[src/design/sbc_pkg.sv]
// ----------------------------------------------------------------------------
// SHA-512 block compression package
// Widths, round constants, initial chaining values, queue entry and state
// types, and the SHA-512 sigma functions.
// ----------------------------------------------------------------------------
package sbc_pkg;

  localparam int WORD_W      = 64;
  localparam int BLOCK_WORDS = 16;
  localparam int ROUND_COUNT = 80;
  localparam int CHAIN_WORDS = 8;
  localparam int QUEUE_DEPTH = 4;

  localparam int CNT_W   = $clog2(BLOCK_WORDS);
  localparam int ROUND_W = $clog2(ROUND_COUNT);
  localparam int IDX_W   = $clog2(CHAIN_WORDS);

  typedef logic [WORD_W-1:0] word_t;

  // One request as it travels from the front end to the compression engine
  typedef struct packed {
    word_t word;
    logic  start;   // reload initial chaining values before this word
    logic  close;   // sixteenth word of its block
  } entry_t;

  typedef enum logic [2:0] {
    ST_COLLECT,
    ST_PREP,
    ST_ROUND,
    ST_FOLD,
    ST_EMIT
  } state_t;

  localparam word_t INITIAL_CHAIN [CHAIN_WORDS] = '{
    64'h6A09E667F3BCC908, 64'hBB67AE8584CAA73B, 64'h3C6EF372FE94F82B, 64'hA54FF53A5F1D36F1,
    64'h510E527FADE682D1, 64'h9B05688C2B3E6C1F, 64'h1F83D9ABFB41BD6B, 64'h5BE0CD19137E2179
  };

  localparam word_t ROUND_K [ROUND_COUNT] = '{
    64'h428A2F98D728AE22, 64'h7137449123EF65CD, 64'hB5C0FBCFEC4D3B2F, 64'hE9B5DBA58189DBBC,
    64'h3956C25BF348B538, 64'h59F111F1B605D019, 64'h923F82A4AF194F9B, 64'hAB1C5ED5DA6D8118,
    64'hD807AA98A3030242, 64'h12835B0145706FBE, 64'h243185BE4EE4B28C, 64'h550C7DC3D5FFB4E2,
    64'h72BE5D74F27B896F, 64'h80DEB1FE3B1696B1, 64'h9BDC06A725C71235, 64'hC19BF174CF692694,
    64'hE49B69C19EF14AD2, 64'hEFBE4786384F25E3, 64'h0FC19DC68B8CD5B5, 64'h240CA1CC77AC9C65,
    64'h2DE92C6F592B0275, 64'h4A7484AA6EA6E483, 64'h5CB0A9DCBD41FBD4, 64'h76F988DA831153B5,
    64'h983E5152EE66DFAB, 64'hA831C66D2DB43210, 64'hB00327C898FB213F, 64'hBF597FC7BEEF0EE4,
    64'hC6E00BF33DA88FC2, 64'hD5A79147930AA725, 64'h06CA6351E003826F, 64'h142929670A0E6E70,
    64'h27B70A8546D22FFC, 64'h2E1B21385C26C926, 64'h4D2C6DFC5AC42AED, 64'h53380D139D95B3DF,
    64'h650A73548BAF63DE, 64'h766A0ABB3C77B2A8, 64'h81C2C92E47EDAEE6, 64'h92722C851482353B,
    64'hA2BFE8A14CF10364, 64'hA81A664BBC423001, 64'hC24B8B70D0F89791, 64'hC76C51A30654BE30,
    64'hD192E819D6EF5218, 64'hD69906245565A910, 64'hF40E35855771202A, 64'h106AA07032BBD1B8,
    64'h19A4C116B8D2D0C8, 64'h1E376C085141AB53, 64'h2748774CDF8EEB99, 64'h34B0BCB5E19B48A8,
    64'h391C0CB3C5C95A63, 64'h4ED8AA4AE3418ACB, 64'h5B9CCA4F7763E373, 64'h682E6FF3D6B2B8A3,
    64'h748F82EE5DEFB2FC, 64'h78A5636F43172F60, 64'h84C87814A1F0AB72, 64'h8CC702081A6439EC,
    64'h90BEFFFA23631E28, 64'hA4506CEBDE82BDE9, 64'hBEF9A3F7B2C67915, 64'hC67178F2E372532B,
    64'hCA273ECEEA26619C, 64'hD186B8C721C0C207, 64'hEADA7DD6CDE0EB1E, 64'hF57D4F7FEE6ED178,
    64'h06F067AA72176FBA, 64'h0A637DC5A2C898A6, 64'h113F9804BEF90DAE, 64'h1B710B35131C471B,
    64'h28DB77F523047D84, 64'h32CAAB7B40C72493, 64'h3C9EBE0A15C9BEBC, 64'h431D67C49C100D4C,
    64'h4CC5D4BECB3E42B6, 64'h597F299CFC657E2A, 64'h5FCB6FAB3AD6FAEC, 64'h6C44198C4A475817
  };

  // Round constant lookup; indexes past the last round read as zero
  function automatic word_t round_k(input logic [ROUND_W-1:0] idx);
    word_t k;
    k = '0;
    if (idx < ROUND_W'(ROUND_COUNT)) begin
      k = ROUND_K[idx];
    end
    return k;
  endfunction

  function automatic word_t rotr(input word_t x, input int n);
    return (x >> n) | (x << (WORD_W - n));
  endfunction

  function automatic word_t big_sigma0(input word_t x);
    return rotr(x, 28) ^ rotr(x, 34) ^ rotr(x, 39);
  endfunction

  function automatic word_t big_sigma1(input word_t x);
    return rotr(x, 14) ^ rotr(x, 18) ^ rotr(x, 41);
  endfunction

  function automatic word_t small_sigma0(input word_t x);
    return rotr(x, 1) ^ rotr(x, 8) ^ (x >> 7);
  endfunction

  function automatic word_t small_sigma1(input word_t x);
    return rotr(x, 19) ^ rotr(x, 61) ^ (x >> 6);
  endfunction

endpackage

[src/design/sbc_queue.sv]
// ----------------------------------------------------------------------------
// SHA-512 compression request queue
// Small FIFO between the front end and the compression engine.
// ----------------------------------------------------------------------------
module sbc_queue (
  input  logic            clk,
  input  logic            rst,
  input  logic            push_valid,
  output logic            push_ready,
  input  sbc_pkg::entry_t push_entry,
  output logic            pop_valid,
  input  logic            pop_ready,
  output sbc_pkg::entry_t pop_entry
);
  import sbc_pkg::*;

  localparam int PTR_W = $clog2(QUEUE_DEPTH);
  localparam int FILL_W = $clog2(QUEUE_DEPTH + 1);

  entry_t            slots [QUEUE_DEPTH];
  logic [PTR_W-1:0]  wr_ptr;
  logic [PTR_W-1:0]  rd_ptr;
  logic [FILL_W-1:0] fill;
  logic              do_push;
  logic              do_pop;

  assign push_ready = (fill != FILL_W'(QUEUE_DEPTH));
  assign pop_valid  = (fill != '0);
  assign pop_entry  = slots[rd_ptr];
  assign do_push    = push_valid && push_ready;
  assign do_pop     = pop_valid && pop_ready;

  // Store pushed requests
  always_ff @(posedge clk) begin
    if (do_push) begin
      slots[wr_ptr] <= push_entry;
    end
  end

  // Advance pointers and fill level
  always_ff @(posedge clk) begin
    if (rst) begin
      wr_ptr <= '0;
      rd_ptr <= '0;
      fill   <= '0;
    end else begin
      if (do_push) begin
        wr_ptr <= (wr_ptr == PTR_W'(QUEUE_DEPTH - 1)) ? '0 : wr_ptr + PTR_W'(1);
      end
      if (do_pop) begin
        rd_ptr <= (rd_ptr == PTR_W'(QUEUE_DEPTH - 1)) ? '0 : rd_ptr + PTR_W'(1);
      end
      case ({do_push, do_pop})
        2'b10:   fill <= fill + FILL_W'(1);
        2'b01:   fill <= fill - FILL_W'(1);
        default: fill <= fill;
      endcase
    end
  end

endmodule

[config.mk]
export PLATFORM = sky130hd
export DESIGN_NAME = sbc_queue
export DESIGN_NICKNAME = d
export VERILOG_FILES = /design/src/design/sbc_pkg.sv /design/src/design/sbc_queue.sv
export SDC_FILE = /design/constraint.sdc
export NUM_CORES = 1
export LEC_CHECK = 0
export BUFFER_PORTS_ARGS = -buffer_cell sky130_fd_sc_hd__buf_2
export CORE_MARGIN = 8
export CORE_UTILIZATION = 50
export CTS_CLUSTER_SIZE = 30
export DETAILED_ROUTE_END_ITERATION = 6
export HOLD_SLACK_MARGIN = 0.03
export PLACE_DENSITY_LB_ADDON = 0.25
export SYNTH_ARGS = -nofsm -noshare
export SYNTH_HDL_FRONTEND = slang
export SYNTH_SLANG_ARGS = --single-unit
[constraint.sdc]
create_clock -name clk -period 3.05 [get_ports clk]
set_input_delay 0.305 -clock clk [delete_from_list [all_inputs] [get_ports clk]]
set_output_delay 0.305 -clock clk [all_outputs]
set_load 0.02 [all_outputs]
# == Word-level counts from Yosys, hierarchy flattened ==
# Memory sizes are Yosys's and may differ from the RTL's. A register that Yosys moved wholly into a read port is not among the register bits.
# Cells that the tools add are included.
# totals
n_memories,1
ff_bits,7
ram_bits,264
in_bits,70
output_inout_bits,68
word_cells,24
# classes
n_mux,7
eq_ne,5
reduce_logical,4
n_addsub,4
# memory_table
name,depth,width,rd,rd_ports_with_merged_regs,write_ports,line_no,text
slots,4,66,1,1,1,sbc_queue.sv:20,entry_t slots [QUEUE_DEPTH];
# ops
operator,count
2-to-1 mux 2 bit,4
== test 2 bit (second input constant),3
one-hot mux 3 bit (2 select lines),1
adder 2 x 1 -> 2 bit (second input constant),2
adder 3 x 1 -> 3 bit (second input constant),1
!= test 3 bit (second input constant),1
nonzero test 3 bit,1
subtractor 3 x 1 -> 3 bit (second input constant),1
== test 2 x 1 -> 1 bit (second input constant),1
logical AND 1 bit,2
2-to-1 mux 1 bit,2
nonzero test 2 bit,1

# == Depth between registers and ports, before layout ==
# Gate-level depths: netlist of the first run.
# depth
word_depth,4
depth_mapped,9
ltp_nobuf,8

# == Worst setup path before layout of the first run ==
# No wires, ideal clock.
# synth_path
path_type,register to register
from,reg fill[0]
to,mem slots[0][0] (netlist bit) (enable)
path_slack_ns,0.320
setup_time_ns,0.432
path_stages_with_launch,4
n_path_buf,1
t_arrival_ns,2.299
synth_period_minus_slack_ns,2.730
required_ns,2.618
cell_sequence,dfxtp_1 -> or3b_1 -> buf_2 -> and3_1
# synth_between
elab_chain_cells,4
# synth_rtl
item,line_no,text
start: declaration,sbc_queue.sv:23,logic [FILL_W-1:0] fill;
start signal: assignment,sbc_queue.sv:54,2'b10: fill <= fill + FILL_W'(1);
start signal: assignment,sbc_queue.sv:55,2'b01: fill <= fill - FILL_W'(1);
start signal: assignment,sbc_queue.sv:56,default: fill <= fill;
!= test 3 bit,sbc_queue.sv:27,assign push_ready = (fill != FILL_W'(QUEUE_DEPTH));
net push_ready,sbc_queue.sv:9,"output logic push_ready,"
logical AND 1 bit,sbc_queue.sv:30,assign do_push = push_valid && push_ready;
2-to-1 mux 1 bit,sbc_queue.sv:35,if (do_push) begin
2-to-1 mux 1 bit (implied by the code),sbc_queue.sv:36,slots[wr_ptr] <= push_entry;
end: declaration,sbc_queue.sv:20,
# The timed path passes the listed nets, and every way through them passes these cells.

==> metrics.txt, run 1 <==
critical path peak fanout=18; Area Overhead vs Synth=26.4%; power density over the cells=813 mW/mm2; Vias=4778; fin crit period=2.51 ns; Final Setup Violations=0; Iter 0 DRT Violations=207; Overflow after GRT=0; Leak Pwr=4.32 nW; layout cell share with drive strength beyond 1=40.9%; Place WS=0.710 ns; die area=0.0248 mm2; drc violations=0; Initial Util=51.2%; Max H-tree Level=1; worst-margin pin slew=0.662 ns; Worst VDD drop=0.742 mV; synthesized cell area=0.00999 mm2; vias in the first global route=5350; final wirelength=18900 um; Crit Path Class=register to output port; storage element area=0.00812 mm2; die extent in y=157 um; status=complete, no violations; clk slew on worst S/H paths=0.06 ns; Detail Route Antenna Nets=0; global-route wire length before repair=29300 um; Hold WC Path Type=input pin to register; Max Cap Viol=0; placed insts=790; drt pass-1 iters=4; DP HPWL=11200 um; Post-CTS Setup Inserts=0; period utilization=82.4%; register area share after synthesis=81.1%; CP Launch Type=register; clock latency at the later pin of the worst-skew pair=0.52 ns; Buffers & Inverters on Critical Path=2; post-DR vias/cell=5.27; worst rel slew slack=55.9%; die width=157 um; gr usage total=15.5%; Final Hold Viols=0; Mean Syn Cell Area=25.2 um2; post-synth net total=473; routed len/inst=20.9 um; CP top delay family=buffers and inverters; post-CTS sizing=0; Multi-input gate area=0.00178 mm2; initial antenna violation count=1; crit end category=output port; CTS Root Cell=clkbuf_16; IO Count=138; largest net degree at the start of global routing=41; IO Port Bufs=137; clock sinks=273; Data required, critical path=2.74 ns; fin. max-slew vios=0; RSZ-0062 raised after global routing=false; fmax=398 MHz; Crit-path slowest cell=mux4_2; FILL cells=1353; Syn. warnings=0; FP Rows=51; cell count after synthesis=396; worst setup margin=0.535 ns; Core Area=0.0195 mm2; RD Place Congestion=0.680; total power=0.0103 W; cell chain of the critical path=buf_4 -> mux4_2 -> buf_2; non-filler cells, final=906; critical path arrival=2.21 ns; fin nets=697; Max clock buf depth=3; CTS tree=yes; hold_buf cts=66; CTS buffer count=27; FF+latch count, synth=273; TNS Setup=0 ns; # diodes=0; CP max stage delay=0.58 ns; post-synthesis cell type count=26; Worst Skew=0.0151 ns
==> registers in the layout (all words and copies together), names as in the netlist, named ones only <==
signal and count:
fill 3, rd_ptr 2, slots 264, wr_ptr 2
==> cell usage in the layout (no fill, tap or decap), types with 3 or more instances in the layout <==
cell type      count
edfxtp_1         264
buf_2            137
mux4_2            66
dlygate4sd3_1     66
clkbuf_16         27
clkinv_2          10
dfxtp_1            7
inv_1              6
ha_1               6
clkinv_1           6
bufinv_16          5
buf_12             5
and3_4             4
nor2_1             4
or3_1              3
a21oi_1            3
buf_4              3
==> final timing paths <==
check | startpoint | to | slack [ns] | cells past startpoint
min reg2reg | rd_ptr[0]$_SDFFE_PP0P_ | register | 0.49 | 2
min | rst | fill[2]$_SDFFE_PP0P_ | 0.07 | 2
max | register | pop_entry[56] | 0.54 | 3
max reg2reg | fill[2]$_SDFFE_PP0P_ | fill[2]$_SDFFE_PP0P_ | 0.67 | 8
==> power by group <==
part,leakage (nW),switching [W],internal [W]
Combinational,1.36,0.00128,0.000986
Sequential,2.50,0.000150,0.00451
Clock,0.458,0.00130,0.00204
Total,4.32,0.00273,0.00753
==> per-stage QoR <==
step	util [%]	hold WS (ns)	instance area [um2]
6_report	64.7	0.0662	12600
5_1_grt	64.7	0.0741	12600
4_1_cts	64.7	0.0548	12600
3_5_place_dp	56.6	0.492	11100
3_3_place_gp	56.6	0.467	11100
2_1_floorplan	-	0.404	9990
==> metal layers <==
metal | share of wire [%] | vias to the layer above | track usage [%]
met4 | 1.3 | 2 | 3.90
li1 | - | 2139 | -
met3 | 5.9 | 26 | 3.15
met2 | 52 | 131 | 27.5
met1 | 41 | 2480 | 19.1
met5 | 0.042 | - | 0
==> logic make-up after synthesis <==
group	Yosys count	synth area share [%]
mux	68	15.1
xor+xnor	2	0.175
compound gates	7	0.451
fa+ha+maj	7	0.951
flops	273	81.1
buf+inv	22	1.26
simple gates	17	0.964
==> synth_stat cells <==
library cell  number  area share (%)
buf_2              8            0.40
or3_2              1           0.075
ha_1               6            0.75
nor2_1             4            0.15
o31ai_1            1           0.075
o21ai_2            1           0.088
a21oi_1            3            0.15
dfxtp_1            9             1.8
o21ai_0            1           0.050
clkbuf_1           2           0.075
edfxtp_1         264              79
nand2_1            2           0.075
and3_2             1           0.075
buf_6              4            0.45
inv_1              6            0.23
buf_1              1           0.038
and3_1             3            0.19
or3_1              3            0.19
mux2i_1            2            0.20
mux4_2            66              15
nand2b_1           2            0.13
or3b_1             1           0.088
xor2_1             2            0.18
buf_4              1           0.075
a211o_1            1           0.088
fa_1               1            0.20
==> cell type report <==
class                      instances  share of cell area, %
clock buffer                      28                   5.38
clock inverter                    22                   1.83
inverter                           6                  0.178
multi-input combinational        101                   14.1
sequential                       273                   64.3
tap                              265                   2.63
timing repair buffer             211                   11.6
==> worst reg2reg max path: cells and delay by family, from the launching register on <==
family / cells / cell delay, ns
and+or+nand+nor: 3 / 1.00
adders and majority gates: 2 / 0.59
DFF: 1 / 0.37
xor gates and xnor gates: 1 / 0.15
AOI/OAI and AO/OA: 1 / 0.14
buffers and inverters: 1 / 0.06
(Power assumes the default switching activity.)
==> inputs of run 2 (changes only) <==
- ABC_AREA: default -> 1
- clock period: 3.05 -> 2.11 ns (I/O delays scaled with it)
==> run 2 against run 1 <==
  * Synthesized area increased by 8.8%
  * Utilization decreased by 1.3 points
  * Sequential share of layout area decreased by 5.0 points
  * Clock-buffer cell count increased by 6
  * Highest routed layer is now met4
  * Largest cell class unchanged
  * First-iteration DRC count increased to 2.6 times the previous value
  * Clock power increased by 31%
==> metrics.txt, run 2 <==
status=complete, no violations; Final Setup Violations=0; Area Overhead vs Synth=25.9%; drc violations=0; cell count after synthesis=708; ys flop type=edfxtp_1; worst-margin pin slew=0.459 ns; Crit Path Class=register to output port; Post-synth EDFFs=264; total power=0.0170 W; Max Cap Viol=0; worst rel slew slack=69.4%; Sw Pwr=0.00593 W; post-DR vias/cell=5.45; fmax=481 MHz; vias in the first global route=6877; crit end category=output port; CTS buffer count=27; post-synthesis async set-or-reset flop share=0%; synthesized cell area=0.0109 mm2; Hold WC Path Type=input pin to register; Synth area leaders=edfxtp_1 73%, o21ai_0 5.5%, o22ai_2 4.6%; IO Count=138; register area share after synthesis=74.5%; routed len/inst=20.4 um; Core Area=0.0216 mm2; Syn. warnings=0; die width=164 um; clk slew on worst S/H paths=0.06 ns; layout cell share with drive strength beyond 1=31.3%; critical path peak fanout=17; Largest regs=slots: 264 flops, fill: 3 flops; Iter 0 DRT Violations=541; FP Rows=54; Synth top cells by count=264 x edfxtp_1, 120 x o21ai_0, 100 x nor2_1, 40 x nor2_4, 40 x o22ai_2; clock latency at the later pin of the worst-skew pair=0.54 ns; die extent in y=164 um; Worst VDD drop=0.947 mV; commonest non-fill, non-tap cell in the layout=edfxtp_1; Final Hold Viols=0; GR Util met3=3.60%; gr usage total=17.1%; Max H-tree Level=1; CTS tree=yes; most common cell in the synthesized netlist=edfxtp_1; TNS Setup=0 ns; post-synth net total=785; global-route wire length before repair=36100 um; HP Start=push_entry[20]; RR Startpoint=fill[1]$_SDFFE_PP0P_; Max clock buf depth=3; share of Yosys cell area claimed by the top area cell type=72.9%; fraction of power consumed by combinational cells=35.0%; Internal=0.0111 W; Worst Skew=0.0131 ns; RSZ-0062 raised after global routing=true; Leak Pwr=4.82 nW; Vias=6685; CP Launch Type=register; Largest Register=slots; clock sinks=273; Initial Util=50.3%; drt pass-1 iters=5; Detail Route Antenna Nets=0; Overflow after GRT=0; CTS Root Cell=clkbuf_16; fin crit period=2.08 ns; IO Port Bufs=137; post-layout util=63.4%; post-synthesis cell type count=25; max FFs per register=264; fin nets=1002; die area=0.0267 mm2; Clk pwr share=25.6%; Mean Syn Cell Area=15.4 um2; Yosys top cell by area=edfxtp_1; Crit-path slowest cell=dfxtp_4; FF+latch count, synth=273; GR peak layer=met2; period utilization=98.5%; fin. max-slew vios=0; critical path arrival=1.87 ns; CP max stage delay=0.44 ns; switching part of the total=34.9%; Data required, critical path=1.90 ns; final hold slack=0.432 ns; met1 Resource Use GR=20.0%; initial antenna violation count=3; RD Place Congestion=0.712; power density over the cells=1240 mW/mm2; cell chain of the critical path=buf_4 -> buf_16 -> o21ai_0 -> o22ai_2 -> buf_4; final wirelength=25000 um; met2 Resource Use GR=31.1%; DP HPWL=12900 um; CP most frequent cell=buf_4; largest net degree at the start of global routing=67; sequential power share=39.4%; most frequent cells in the layout=264 x edfxtp_1, 129 x buf_2, 120 x o21ai_0, 96 x nor2_1, 70 x dlygate4sd3_1
-- run 2: layout make-up --
type                            instances  area (um2)
Fill cell                            1565        7920
Clock buffer                           34         702
Tap cell                              280         350
Multi-Input combinational cell        375        2450
Clock inverter                         13        98.8
Inverter                               18        88.8
Sequential cell                       273        8110
Timing Repair Buffer                  230        1880
Antenna cell                            3        7.51
-- run 2: stage by stage --
stage	setup slack [ns]	cells	area (um2)
floorplan	0.00665	708	10900
global placement	0.340	1096	11900
detailed placement	0.151	1096	11900
CTS	0.00735	1213	13400
global route	-0.0474	1226	13700
finish	0.0322	1226	13700
-- run 2: power by group through the flow --
stage	Clock [W]	Combinational, W	Sequential, W
floorplan	0	0.00369	0.00675
global placement	0	0.00524	0.00676
detailed placement	0	0.00538	0.00679
CTS	0.00445	0.00552	0.00669
global route	0.00467	0.00639	0.00674
finish	0.00436	0.00596	0.00670
-- run 2: metal layers --
layer / part of all wire (%) / wire length (um) / up-vias
met5: 0 / 0 / -
met4: 1.7 / 437 / 0
met3: 5.8 / 1460 / 34
met2: 51 / 12800 / 181
met1: 41 / 10300 / 3380
li1: - / - / 3090
-- run 2: path summary, 6_finish.rpt --
check | end | slack, ns | cells past startpoint
max | pop_entry[8] | 0.03 | 5
min | slots[3][20]$_DFFE_PP_ | 0.43 | 2
max reg2reg | fill[2]$_SDFFE_PP0P_ | 0.15 | 12
min reg2reg | register | 0.54 | 4
-- run 2: kinds of logic after synthesis --
| kind of cell | after synthesis | synth area share, % |
|---|---|---|
| compound gates | 204 | 12.6 |
| fa+ha+maj | 7 | 0.874 |
| buf+inv | 60 | 3.35 |
| flops | 273 | 74.5 |
| simple gates | 164 | 8.66 |
-- run 2: repair_timing --
action                                 CTS  global route
buffers inserted                         0             4
hold buffers                            70             0
setup endpoints to repair               58            32
resized for setup                        4            15
pin swaps                                0             0
gates cloned                             0             6
endpoints found under the hold margin  271             0
-- run 2: critical path, delay by kind of cell (launching register included) --
| family | cells | cell delay (ns) |
|---|---|---|
| DFF | 1 | 0.44 |
| AOI/OAI and AO/OA | 2 | 0.34 |
| buffers and inverters | 3 | 0.55 |
