### config.mk
export PLATFORM = sky130hd
export DESIGN_NAME = sbc_front_flat
export DESIGN_NICKNAME = d
export VERILOG_FILES = /design/src/design/sbc_pkg.sv /design/src/design/sbc_msg_if.sv /design/src/design/sbc_front.sv /design/src/flat_wrapper.sv
export SDC_FILE = /design/constraint.sdc
export NUM_CORES = 1
export LEC_CHECK = 0
export BUFFER_PORTS_ARGS = -buffer_cell sky130_fd_sc_hd__buf_2
export CAP_MARGIN = 20
export CORE_MARGIN = 2
export CORE_UTILIZATION = 28
export DETAILED_ROUTE_END_ITERATION = 10
export PLACE_DENSITY_LB_ADDON = 0.08
export SKIP_CTS_REPAIR_TIMING = 1
export SKIP_LAST_GASP = 1
export SLEW_MARGIN = 15
export SYNTH_ARGS = -nofsm -noshare
export SYNTH_HDL_FRONTEND = slang
export SYNTH_SLANG_ARGS = --single-unit
### constraint.sdc
create_clock -name clk -period 1.6 [get_ports clk]
set_clock_uncertainty 0.05 [all_clocks]
set_input_delay 0.08 -clock clk [delete_from_list [all_inputs] [get_ports clk]]
set_output_delay 0.08 -clock clk [all_outputs]
set_load 0.005 [all_outputs]
### src/design/sbc_pkg.sv
// ----------------------------------------------------------------------------
// SHA-512 block compression package
// Widths, round constants, initial chaining values, queue entry and state
// types, and the SHA-512 sigma functions.
// ----------------------------------------------------------------------------
package sbc_pkg;

  localparam int WORD_W      = 64;
  localparam int BLOCK_WORDS = 16;
  localparam int ROUND_COUNT = 80;
  localparam int CHAIN_WORDS = 8;
  localparam int QUEUE_DEPTH = 4;

  localparam int CNT_W   = $clog2(BLOCK_WORDS);
  localparam int ROUND_W = $clog2(ROUND_COUNT);
  localparam int IDX_W   = $clog2(CHAIN_WORDS);

  typedef logic [WORD_W-1:0] word_t;

  // One request as it travels from the front end to the compression engine
  typedef struct packed {
    word_t word;
    logic  start;   // reload initial chaining values before this word
    logic  close;   // sixteenth word of its block
  } entry_t;

  typedef enum logic [2:0] {
    ST_COLLECT,
    ST_PREP,
    ST_ROUND,
    ST_FOLD,
    ST_EMIT
  } state_t;

  localparam word_t INITIAL_CHAIN [CHAIN_WORDS] = '{
    64'h6A09E667F3BCC908, 64'hBB67AE8584CAA73B, 64'h3C6EF372FE94F82B, 64'hA54FF53A5F1D36F1,
    64'h510E527FADE682D1, 64'h9B05688C2B3E6C1F, 64'h1F83D9ABFB41BD6B, 64'h5BE0CD19137E2179
  };

  localparam word_t ROUND_K [ROUND_COUNT] = '{
    64'h428A2F98D728AE22, 64'h7137449123EF65CD, 64'hB5C0FBCFEC4D3B2F, 64'hE9B5DBA58189DBBC,
    64'h3956C25BF348B538, 64'h59F111F1B605D019, 64'h923F82A4AF194F9B, 64'hAB1C5ED5DA6D8118,
    64'hD807AA98A3030242, 64'h12835B0145706FBE, 64'h243185BE4EE4B28C, 64'h550C7DC3D5FFB4E2,
    64'h72BE5D74F27B896F, 64'h80DEB1FE3B1696B1, 64'h9BDC06A725C71235, 64'hC19BF174CF692694,
    64'hE49B69C19EF14AD2, 64'hEFBE4786384F25E3, 64'h0FC19DC68B8CD5B5, 64'h240CA1CC77AC9C65,
    64'h2DE92C6F592B0275, 64'h4A7484AA6EA6E483, 64'h5CB0A9DCBD41FBD4, 64'h76F988DA831153B5,
    64'h983E5152EE66DFAB, 64'hA831C66D2DB43210, 64'hB00327C898FB213F, 64'hBF597FC7BEEF0EE4,
    64'hC6E00BF33DA88FC2, 64'hD5A79147930AA725, 64'h06CA6351E003826F, 64'h142929670A0E6E70,
    64'h27B70A8546D22FFC, 64'h2E1B21385C26C926, 64'h4D2C6DFC5AC42AED, 64'h53380D139D95B3DF,
    64'h650A73548BAF63DE, 64'h766A0ABB3C77B2A8, 64'h81C2C92E47EDAEE6, 64'h92722C851482353B,
    64'hA2BFE8A14CF10364, 64'hA81A664BBC423001, 64'hC24B8B70D0F89791, 64'hC76C51A30654BE30,
    64'hD192E819D6EF5218, 64'hD69906245565A910, 64'hF40E35855771202A, 64'h106AA07032BBD1B8,
    64'h19A4C116B8D2D0C8, 64'h1E376C085141AB53, 64'h2748774CDF8EEB99, 64'h34B0BCB5E19B48A8,
    64'h391C0CB3C5C95A63, 64'h4ED8AA4AE3418ACB, 64'h5B9CCA4F7763E373, 64'h682E6FF3D6B2B8A3,
    64'h748F82EE5DEFB2FC, 64'h78A5636F43172F60, 64'h84C87814A1F0AB72, 64'h8CC702081A6439EC,
    64'h90BEFFFA23631E28, 64'hA4506CEBDE82BDE9, 64'hBEF9A3F7B2C67915, 64'hC67178F2E372532B,
    64'hCA273ECEEA26619C, 64'hD186B8C721C0C207, 64'hEADA7DD6CDE0EB1E, 64'hF57D4F7FEE6ED178,
    64'h06F067AA72176FBA, 64'h0A637DC5A2C898A6, 64'h113F9804BEF90DAE, 64'h1B710B35131C471B,
    64'h28DB77F523047D84, 64'h32CAAB7B40C72493, 64'h3C9EBE0A15C9BEBC, 64'h431D67C49C100D4C,
    64'h4CC5D4BECB3E42B6, 64'h597F299CFC657E2A, 64'h5FCB6FAB3AD6FAEC, 64'h6C44198C4A475817
  };

  // Round constant lookup; indexes past the last round read as zero
  function automatic word_t round_k(input logic [ROUND_W-1:0] idx);
    word_t k;
    k = '0;
    if (idx < ROUND_W'(ROUND_COUNT)) begin
      k = ROUND_K[idx];
    end
    return k;
  endfunction

  function automatic word_t rotr(input word_t x, input int n);
    return (x >> n) | (x << (WORD_W - n));
  endfunction

  function automatic word_t big_sigma0(input word_t x);
    return rotr(x, 28) ^ rotr(x, 34) ^ rotr(x, 39);
  endfunction

  function automatic word_t big_sigma1(input word_t x);
    return rotr(x, 14) ^ rotr(x, 18) ^ rotr(x, 41);
  endfunction

  function automatic word_t small_sigma0(input word_t x);
    return rotr(x, 1) ^ rotr(x, 8) ^ (x >> 7);
  endfunction

  function automatic word_t small_sigma1(input word_t x);
    return rotr(x, 19) ^ rotr(x, 61) ^ (x >> 6);
  endfunction

endpackage

### src/design/sbc_msg_if.sv
// ----------------------------------------------------------------------------
// Message word channel
// Valid/ready channel carrying one padded message word and its start flag.
// ----------------------------------------------------------------------------
interface sbc_msg_if;
  logic                valid;
  logic                ready;
  logic [63:0]         message_word;
  logic                start_new;

  modport source (output valid, output message_word, output start_new, input ready);
  modport sink   (input valid, input message_word, input start_new, output ready);
endinterface

### src/design/sbc_front.sv
// ----------------------------------------------------------------------------
// SHA-512 compression front end
// Accepts message words, tracks the position within the block and tags each
// request with its start and block-closing marks for the queue.
// ----------------------------------------------------------------------------
module sbc_front (
  input  logic            clk,
  input  logic            rst,
  sbc_msg_if.sink         message,
  output logic            push_valid,
  input  logic            push_ready,
  output sbc_pkg::entry_t push_entry
);
  import sbc_pkg::*;

  logic [CNT_W-1:0] word_count;
  logic [CNT_W-1:0] word_count_next;
  logic [CNT_W-1:0] position;
  logic             accept;

  assign message.ready = push_ready;
  assign push_valid    = message.valid;
  assign accept        = message.valid && push_ready;

  // A start flag drops any partial block: this word becomes word 0
  assign position        = message.start_new ? '0 : word_count;
  assign word_count_next = position + CNT_W'(1);

  always_comb begin
    push_entry.word  = message.message_word;
    push_entry.start = message.start_new;
    push_entry.close = (position == CNT_W'(BLOCK_WORDS - 1));
  end

  // Advance the block position on every accepted request
  always_ff @(posedge clk) begin
    if (rst) begin
      word_count <= '0;
    end else if (accept) begin
      word_count <= word_count_next;
    end
  end

endmodule

### src/flat_wrapper.sv
// flat-port wrapper written by rule: the top's interface ports become plain ports
module sbc_front_flat import sbc_pkg::*;
  (clk, rst, push_valid, push_ready, push_entry, message_valid, message_message_word, message_start_new, message_ready);
  sbc_msg_if message_i ();
  input  logic clk;
  input  logic rst;
  output logic push_valid;
  input  logic push_ready;
  output sbc_pkg::entry_t push_entry;
  input wire logic [$bits(message_i.valid)-1:0] message_valid;
  input wire logic [$bits(message_i.message_word)-1:0] message_message_word;
  input wire logic [$bits(message_i.start_new)-1:0] message_start_new;
  output wire logic [$bits(message_i.ready)-1:0] message_ready;
  assign message_i.valid = message_valid;
  assign message_i.message_word = message_message_word;
  assign message_i.start_new = message_start_new;
  assign message_ready = message_i.ready;
  sbc_front u_core (.clk(clk), .rst(rst), .message(message_i), .push_valid(push_valid), .push_ready(push_ready), .push_entry(push_entry));
endmodule
Word-level counts from Yosys, hierarchy flattened --
Index checks and enable logic that the tools add are counted.
Storage, ports and cells: register bits after elaboration 4, latch bits 0, memory bits (writable) 0, memory bits (read-only) 0, input bits 69, output and inout port bits 68, memories 0
Operators by class: add/sub/neg operators 1, multiply operators 0, div/mod/pow operators 0, magnitude comparators 0, eq/ne operators 1, shift-type cells 0, multiplexer cells 1, bitwise gates (word level) 0, reductions and logical operators 1
Operators with widths (count):
- 4-bit by 1-bit adder with 4-bit output (second input constant) | 1
- 4-bit == test (second input constant) | 1
- 4-bit two-way mux | 1
- 1-bit logical AND | 1

Depth between registers and ports, before layout --
Gate-level depths: netlist of the first run.
depth in word-level cells 2, gate-level depth with buffers 5, gate-level depth less buffers 5

Least setup slack after synthesis of the first run --
OpenSTA, ideal clock, no wires.
kind reg-to-reg, start point register u_core.word_count[0], end point register u_core.word_count[2], library setup time 0.122 ns, arrival time 0.911 ns, data required time 1.428 ns, slack 0.518 ns, cell stages (with the launch flop) 6, path buffers 0, clock period less this slack 1.082 ns, cells stage by stage dfxtp_1 nor2b_1 ha_1 nor2_1 o21ai_0 a21oi_1
Between the ends: word-level cells in the longest chain between the ends 2
Ends and longest elaborated chain:
- from (decl) | RTL line sbc_front.sv:16 | logic [CNT_W-1:0] word_count;
- from (signal assigned) | RTL line sbc_front.sv:40 | word_count <= word_count_next;
- 4-bit two-way mux | RTL line sbc_front.sv:26 | assign position = message.start_new ? '0 : word_count;
- 4-bit by 1-bit adder with 4-bit output | RTL line sbc_front.sv:27 | assign word_count_next = position + CNT_W'(1);
No other way between the ends. A chain may end at the register's enable or synchronous reset.

==> impl_metrics.py, run 1 <==
metrics = {
    "critical_path": {
        "r2r_cells": 5,
        "crit_path_end_kind": "output port",
        "rr_startpoint": "u_core.word_count[0]",
        "crit_family": "simple AND/OR/NAND/NOR gates",
        "rrSetupSlack_ns": 0.39,
        "path_buf_inv": 1,
        "cp.required_ns": 1.47,
        "arrival_ns": 1.32,
        "cpPeakStageDelay_ns": 0.36,
        "critPathKind": "register to output port",
        "cp_cell_sequence": "nor2b_1 > ha_1 > and4b_1 > buf_2",
        "crit_path_max_fanout": 4,
        "regToRegEndpoint": "u_core.word_count[2]",
        "start_kind": "register",
        "slowest_stage": "dfxtp_1",
    },
    "route": {
        "routed_wl_um": 1060,
        "drt_iter0_drc": 4,
        "ant_nets": 0,
        "vias": 321,
        "first_pass_iters": 3,
        "drc": 0,
        "wl_per_cell_um": 15.8,
        "viasPerCell": 4.79,
    },
    "floorplanning": {
        "io_pins": 137,
        "dieHeight_um": 54.6,
        "initial_utilization_pct": 29.2,
        "num_rows": 18,
        "die_area_um2": 2980,
        "die_w_um": 54.6,
        "core_um2": 2450,
    },
    "pwr": {
        "p_sw_share_pct": 24.5,
        "p_int_uw": 200,
        "power.leakage_uw": 0.000127,
        "power_switching_uw": 64.9,
        "pwr-share-clk_pct": 50.1,
        "combPwrFrac_pct": 10.4,
        "seq_power_share_pct": 39.5,
        "p_per_area_nw_per_um2": 821,
        "ir_drop_uv": 265,
    },
    "cells_and_area": {
        "largest_reg_flops": 4,
        "instances_no_fill": 67,
        "num_antenna_cells": 0,
        "areaGrowthSynthToFinish_pct": -54.9,
        "layout-drive-gt1-share_pct": 35.1,
        "final_cell_area_um2": 323,
        "reg_top3": "u_core.word_count (4)",
        "fillers": 272,
        "top_register": "u_core.word_count",
        "fin_nets": 109,
    },
    "yosys": {
        "synth_edf_count": 0,
        "syn_nets": 162,
        "synth_top_area_share_pct": 70.3,
        "synth_common_cells": "67 x buf_4, 4 x a21oi_1, 4 x dfxtp_1, 3 x o21ai_0",
        "synth_area_um2": 716,
        "syn_avg_cell_area_um2": 7.78,
        "seq_area_frac_synth_pct": 11.2,
        "ys_warn_count": 0,
        "ys_seq_elements": 4,
        "synth_area_leader_cell": "buf_4",
        "synthArstFlopShare_pct": 0,
        "synth_area_leaders": "buf_4 70%, dfxtp_1 11%, a21oi_1 2.8%, o21ai_0 2.1%, ha_1 1.7%",
        "synth_cells": 92,
        "yosysUniqueCellTypes": 16,
        "yosys_most_used_dff": "dfxtp_1",
        "post-synth-top-count-cell": "buf_4",
    },
    "grt": {
        "grt-ovfl-total": 0,
        "grt_pass1_wl_um": 1300,
        "first_global_vias": 276,
        "track_usage_pct": 6.79,
        "grt_max_degree": 9,
        "antenna_found_initial": 0,
    },
    "sta": {
        "slew_headroom_pct": 87.4,
        "worst_pin_slew_ns": 0.187,
        "drv_slew": 0,
        "fin_ws_ns": 0.154,
        "final.setup.tns_ns": 0,
        "fin_crit_ns": 1.45,
        "fmax_ghz": 0.692,
        "period_share_pct": 90.4,
        "finalHoldViolations": 0,
        "rsz0062_at_grt": "false",
        "finalSetupViolCount": 0,
    },
    "flow_run": {
        "cap_violations": 0,
    },
    "placed_design": {
        "place_area_um2": 290,
        "place_ws_ns": 0.418,
        "gp_congestion": 0.654,
        "place.detailed.hpwl_um": 817,
        "numPortBuffers": 8,
        "dp.cells": 63,
    },
    "status": {
        "outcome": "finished clean",
    },
    "cts": {
        "cts_tree": "done",
        "root_buffer": "clkbuf_4",
        "h-tree-depth": 1,
        "clk_latency_ns": 0.24,
        "cts_max_path_buffers": 2,
        "clock-sinks": 4,
        "cts.clk_slew.worst_paths_ns": 0.04,
        "cts_made_buffers": 3,
    },
    "worst_hold_path": {
        "hold_end": "u_core.word_count[0]",
        "holdPathStages": 2,
        "hp-start": "push_ready",
        "hp-class": "input pin to register",
    },
}
==> cells by family after synthesis <==
group / after synthesis / share of synthesized area [%]
flops: 4 / 11.2
fa+ha+maj: 1 / 1.75
compound gates: 9 / 6.99
simple gates: 11 / 9.79
buf+inv: 67 / 70.3
==> through the flow <==
| stage | power [uW] | util, % | hold slack [ns] |
|---|---|---|---|
| 2_1_floorplan | 250 | - | 0.0991 |
| 3_3_place_gp | 134 | 11.8 | 0.110 |
| 3_5_place_dp | 132 | 11.8 | 0.110 |
| 4_1_cts | 268 | 12.7 | -0.00709 |
| 5_1_grt | 284 | 13.1 | 0.0566 |
| 6_report | 265 | 13.1 | 0.0488 |
==> layout by cell type (no fill, tap or decap) <==
cell / Yosys / final
nor2_1: 1 / 1
a311oi_1: 1 / 1
nand3_1: 2 / 2
a31oi_1: 1 / 1
dfxtp_1: 4 / 4
nand2_2: 1 / 1
and2_1: 1 / 1
and3b_2: 1 / 1
ha_1: 1 / 1
o21ai_0: 3 / 3
dlygate4sd3_1: 0 / 1
nand2_1: 1 / 1
a21oi_1: 4 / 4
buf_2: 0 / 8
and4b_1: 1 / 1
or4_1: 1 / 1
nor2b_1: 2 / 2
clkbuf_4: 0 / 3
==> worst max-delay path by stage <==
stage                               from              endpoint  depth (start not counted)
finish              u_core.word_count[0]         push_entry[0]                          4
global route        u_core.word_count[0]         push_entry[0]                          4
CTS                 u_core.word_count[0]         push_entry[0]                          4
detailed placement  u_core.word_count[0]  u_core.word_count[2]                          5
global placement    u_core.word_count[0]  u_core.word_count[2]                          5
floorplan           u_core.word_count[0]  u_core.word_count[2]                          5
==> per-layer routing <==
metal | vias to the layer above | track usage (%) | routed length, um | share of wire, %
met5 | - | 0 | 0 | 0
met4 | 0 | 9.17 | 63 | 5.9
met3 | 14 | 9.84 | 291 | 27
met2 | 58 | 6.83 | 406 | 38
met1 | 128 | 4.55 | 297 | 28
li1 | 121 | - | - | -
==> final cells by class <==
class | instances | area [um^2] | area share [%]
clock buffer | 3 | 22.5 | 6.98
tap | 30 | 37.5 | 11.6
sequential | 4 | 80.1 | 24.8
timing repair buffer | 9 | 50.0 | 15.5
multi-input combinational | 21 | 133 | 41.1
==> power by group through the flow <==
stage | combinational (uW) | clock (uW) | sequential [uW]
after detailed placement | 25.7 | 0 | 106
after CTS | 25.9 | 138 | 104
after floorplan | 144 | 0 | 106
after global placement | 28.0 | 0 | 106
after global routing | 31.0 | 148 | 105
final | 27.6 | 133 | 105
Note: power is estimated with default switching activity, not from simulation.
==> run 2, diff against run 1 <==
==> constraint.sdc (replaced) <==
create_clock -name clk -period 1.6 [get_ports clk]
set_clock_uncertainty 0.05 [all_clocks]
set_input_delay 0.32 -clock clk [delete_from_list [all_inputs] [get_ports clk]]
set_output_delay 0.32 -clock clk [all_outputs]
set_load 0.005 [all_outputs]
==> run 2 against run 1 <==
Compared with the run above:
- total power shrank 3.7%
- fmax is 5.3% lower
- sequential power is essentially flat
- critical path depth is the same
- hold slack improved by 0.20 ns
- sequential share of layout area decreased by 0.72 points
- global-route usage is 0.44 points lower
- non-clock buffer count is 1 lower
- cell area increased by 6.2%
- worst setup slack worse by 0.080 ns
- clock power down 11%
- core utilization rose by 0.82 points
- critical path type unchanged
==> impl_metrics.py, run 2 (synthesis gave the netlist of run 1 again) <==
metrics = {
    "grt": {
        "grt_pass1_wl_um": 1300,
        "antenna_found_initial": 0,
        "grt_max_degree": 9,
        "track_usage_pct": 6.35,
        "grt-ovfl-total": 0,
        "first_global_vias": 283,
    },
    "critical_path": {
        "r2r_cells": 3,
        "crit_path_max_fanout": 4,
        "regToRegEndpoint": "u_core.word_count[3]",
        "arrival_ns": 1.16,
        "cpPeakStageDelay_ns": 0.35,
        "cp_cell_sequence": "nor2b_4 > ha_4 > and4b_1 > buf_2",
        "rrSetupSlack_ns": 0.48,
        "slowest_stage": "dfxtp_2",
        "start_kind": "register",
        "crit_path_end_kind": "output port",
        "cp.required_ns": 1.23,
        "critPathKind": "register to output port",
        "rr_startpoint": "u_core.word_count[2]",
    },
    "flow_run": {
        "cap_violations": 0,
    },
    "pwr": {
        "p_per_area_nw_per_um2": 744,
        "ir_drop_uv": 145,
        "power.leakage_uw": 0.000124,
        "p_total_uw": 255,
    },
    "cts": {
        "clock-sinks": 4,
        "h-tree-depth": 1,
        "cts_made_buffers": 3,
        "cts_max_path_buffers": 2,
        "root_buffer": "clkbuf_4",
        "clk_latency_ns": 0.23,
        "cts.clk_slew.worst_paths_ns": 0.03,
        "cts_tree": "done",
    },
    "route": {
        "viasPerCell": 4.91,
        "drt_iter0_drc": 4,
        "ant_nets": 0,
        "vias": 324,
        "wl_per_cell_um": 16.5,
        "first_pass_iters": 2,
        "drc": 0,
        "routed_wl_um": 1090,
    },
    "placed_design": {
        "numPortBuffers": 8,
        "place_ws_ns": 0.116,
        "gp_congestion": 0.686,
    },
    "cells_and_area": {
        "layout-drive-gt1-share_pct": 50.0,
        "utilization_pct": 14.0,
        "largest_reg_flops": 4,
        "reg_top3": "u_core.word_count (4)",
        "layout_common_cells": "8 x buf_2, 4 x a21oi_1, 3 x o21ai_0, 3 x clkbuf_4",
        "fin_nets": 108,
        "layout_commonest_cell": "buf_2",
        "areaGrowthSynthToFinish_pct": -52.1,
        "top_register": "u_core.word_count",
        "num_antenna_cells": 0,
    },
    "floorplanning": {
        "die_w_um": 54.6,
        "num_rows": 18,
        "io_pins": 137,
        "die_area_um2": 2980,
        "dieHeight_um": 54.6,
        "core_um2": 2450,
        "initial_utilization_pct": 29.2,
    },
    "sta": {
        "fmax_ghz": 0.655,
        "finalHoldViolations": 0,
        "rsz0062_at_grt": "false",
        "drv_slew": 0,
        "fin_ws_ns": 0.0739,
        "fin_crit_ns": 1.53,
        "slew_headroom_pct": 85.2,
        "period_share_pct": 95.4,
        "worst_pin_slew_ns": 0.220,
        "finalSetupViolCount": 0,
    },
    "worst_hold_path": {
        "hp-class": "input pin to register",
        "holdPathStages": 2,
        "hp-start": "rst",
        "hold_end": "u_core.word_count[1]",
    },
    "status": {
        "outcome": "finished clean",
    },
}
## run 2: metrics by stage
step | hold WS [ns] | area, um^2 | instances | setup TNS, ns
4_1_cts | 0.242 | 313 | 66 | -0.0640
2_1_floorplan | 0.339 | 716 | 92 | 0
6_report | 0.253 | 343 | 66 | 0
3_3_place_gp | 0.444 | 290 | 63 | 0
5_1_grt | 0.251 | 343 | 66 | 0
3_5_place_dp | 0.425 | 290 | 63 | 0
## run 2: worst max path at each step
stage,start,endpoint,slack [ns],cells past startpoint
final,u_core.word_count[1],push_entry[0],0.07,4
after global placement,message_start_new,push_entry[0],0.14,5
after detailed placement,message_start_new,push_entry[0],0.12,5
after global routing,u_core.word_count[1],push_entry[0],0.01,4
after floorplan,u_core.word_count[0],push_entry[0],0.36,3
after CTS,u_core.word_count[0],push_entry[0],-0.06,4
## run 2: routing by layer
layer	global-route usage, %	routed length (um)
met4	10.4	59
met5	0	0
met2	6.83	454
met3	6.28	277
met1	4.89	301
## run 2: final cells by class
cell class	instances	area, um^2
multi-input cells	21	160
fillers	279	2110
well taps	30	37.5
flip-flops and latches	4	82.6
clock buffers	3	22.5
repair buffers	8	40.0
## run 2: worst max-delay path, delay by kind of cell, from the launching register on
kind | cells | cell delay, ns
adders and majority gates | 1 | 0.14
DFF | 1 | 0.35
buffers and inverters | 1 | 0.11
and+or+nand+nor | 2 | 0.33
## run 2: power breakdown
part / switching (uW) / internal, uW / total [uW]
registers: 2.43 / 103 / 106
logic: 16.6 / 13.6 / 30.2
clock network: 35.7 / 83.5 / 119
total: 54.7 / 200 / 255
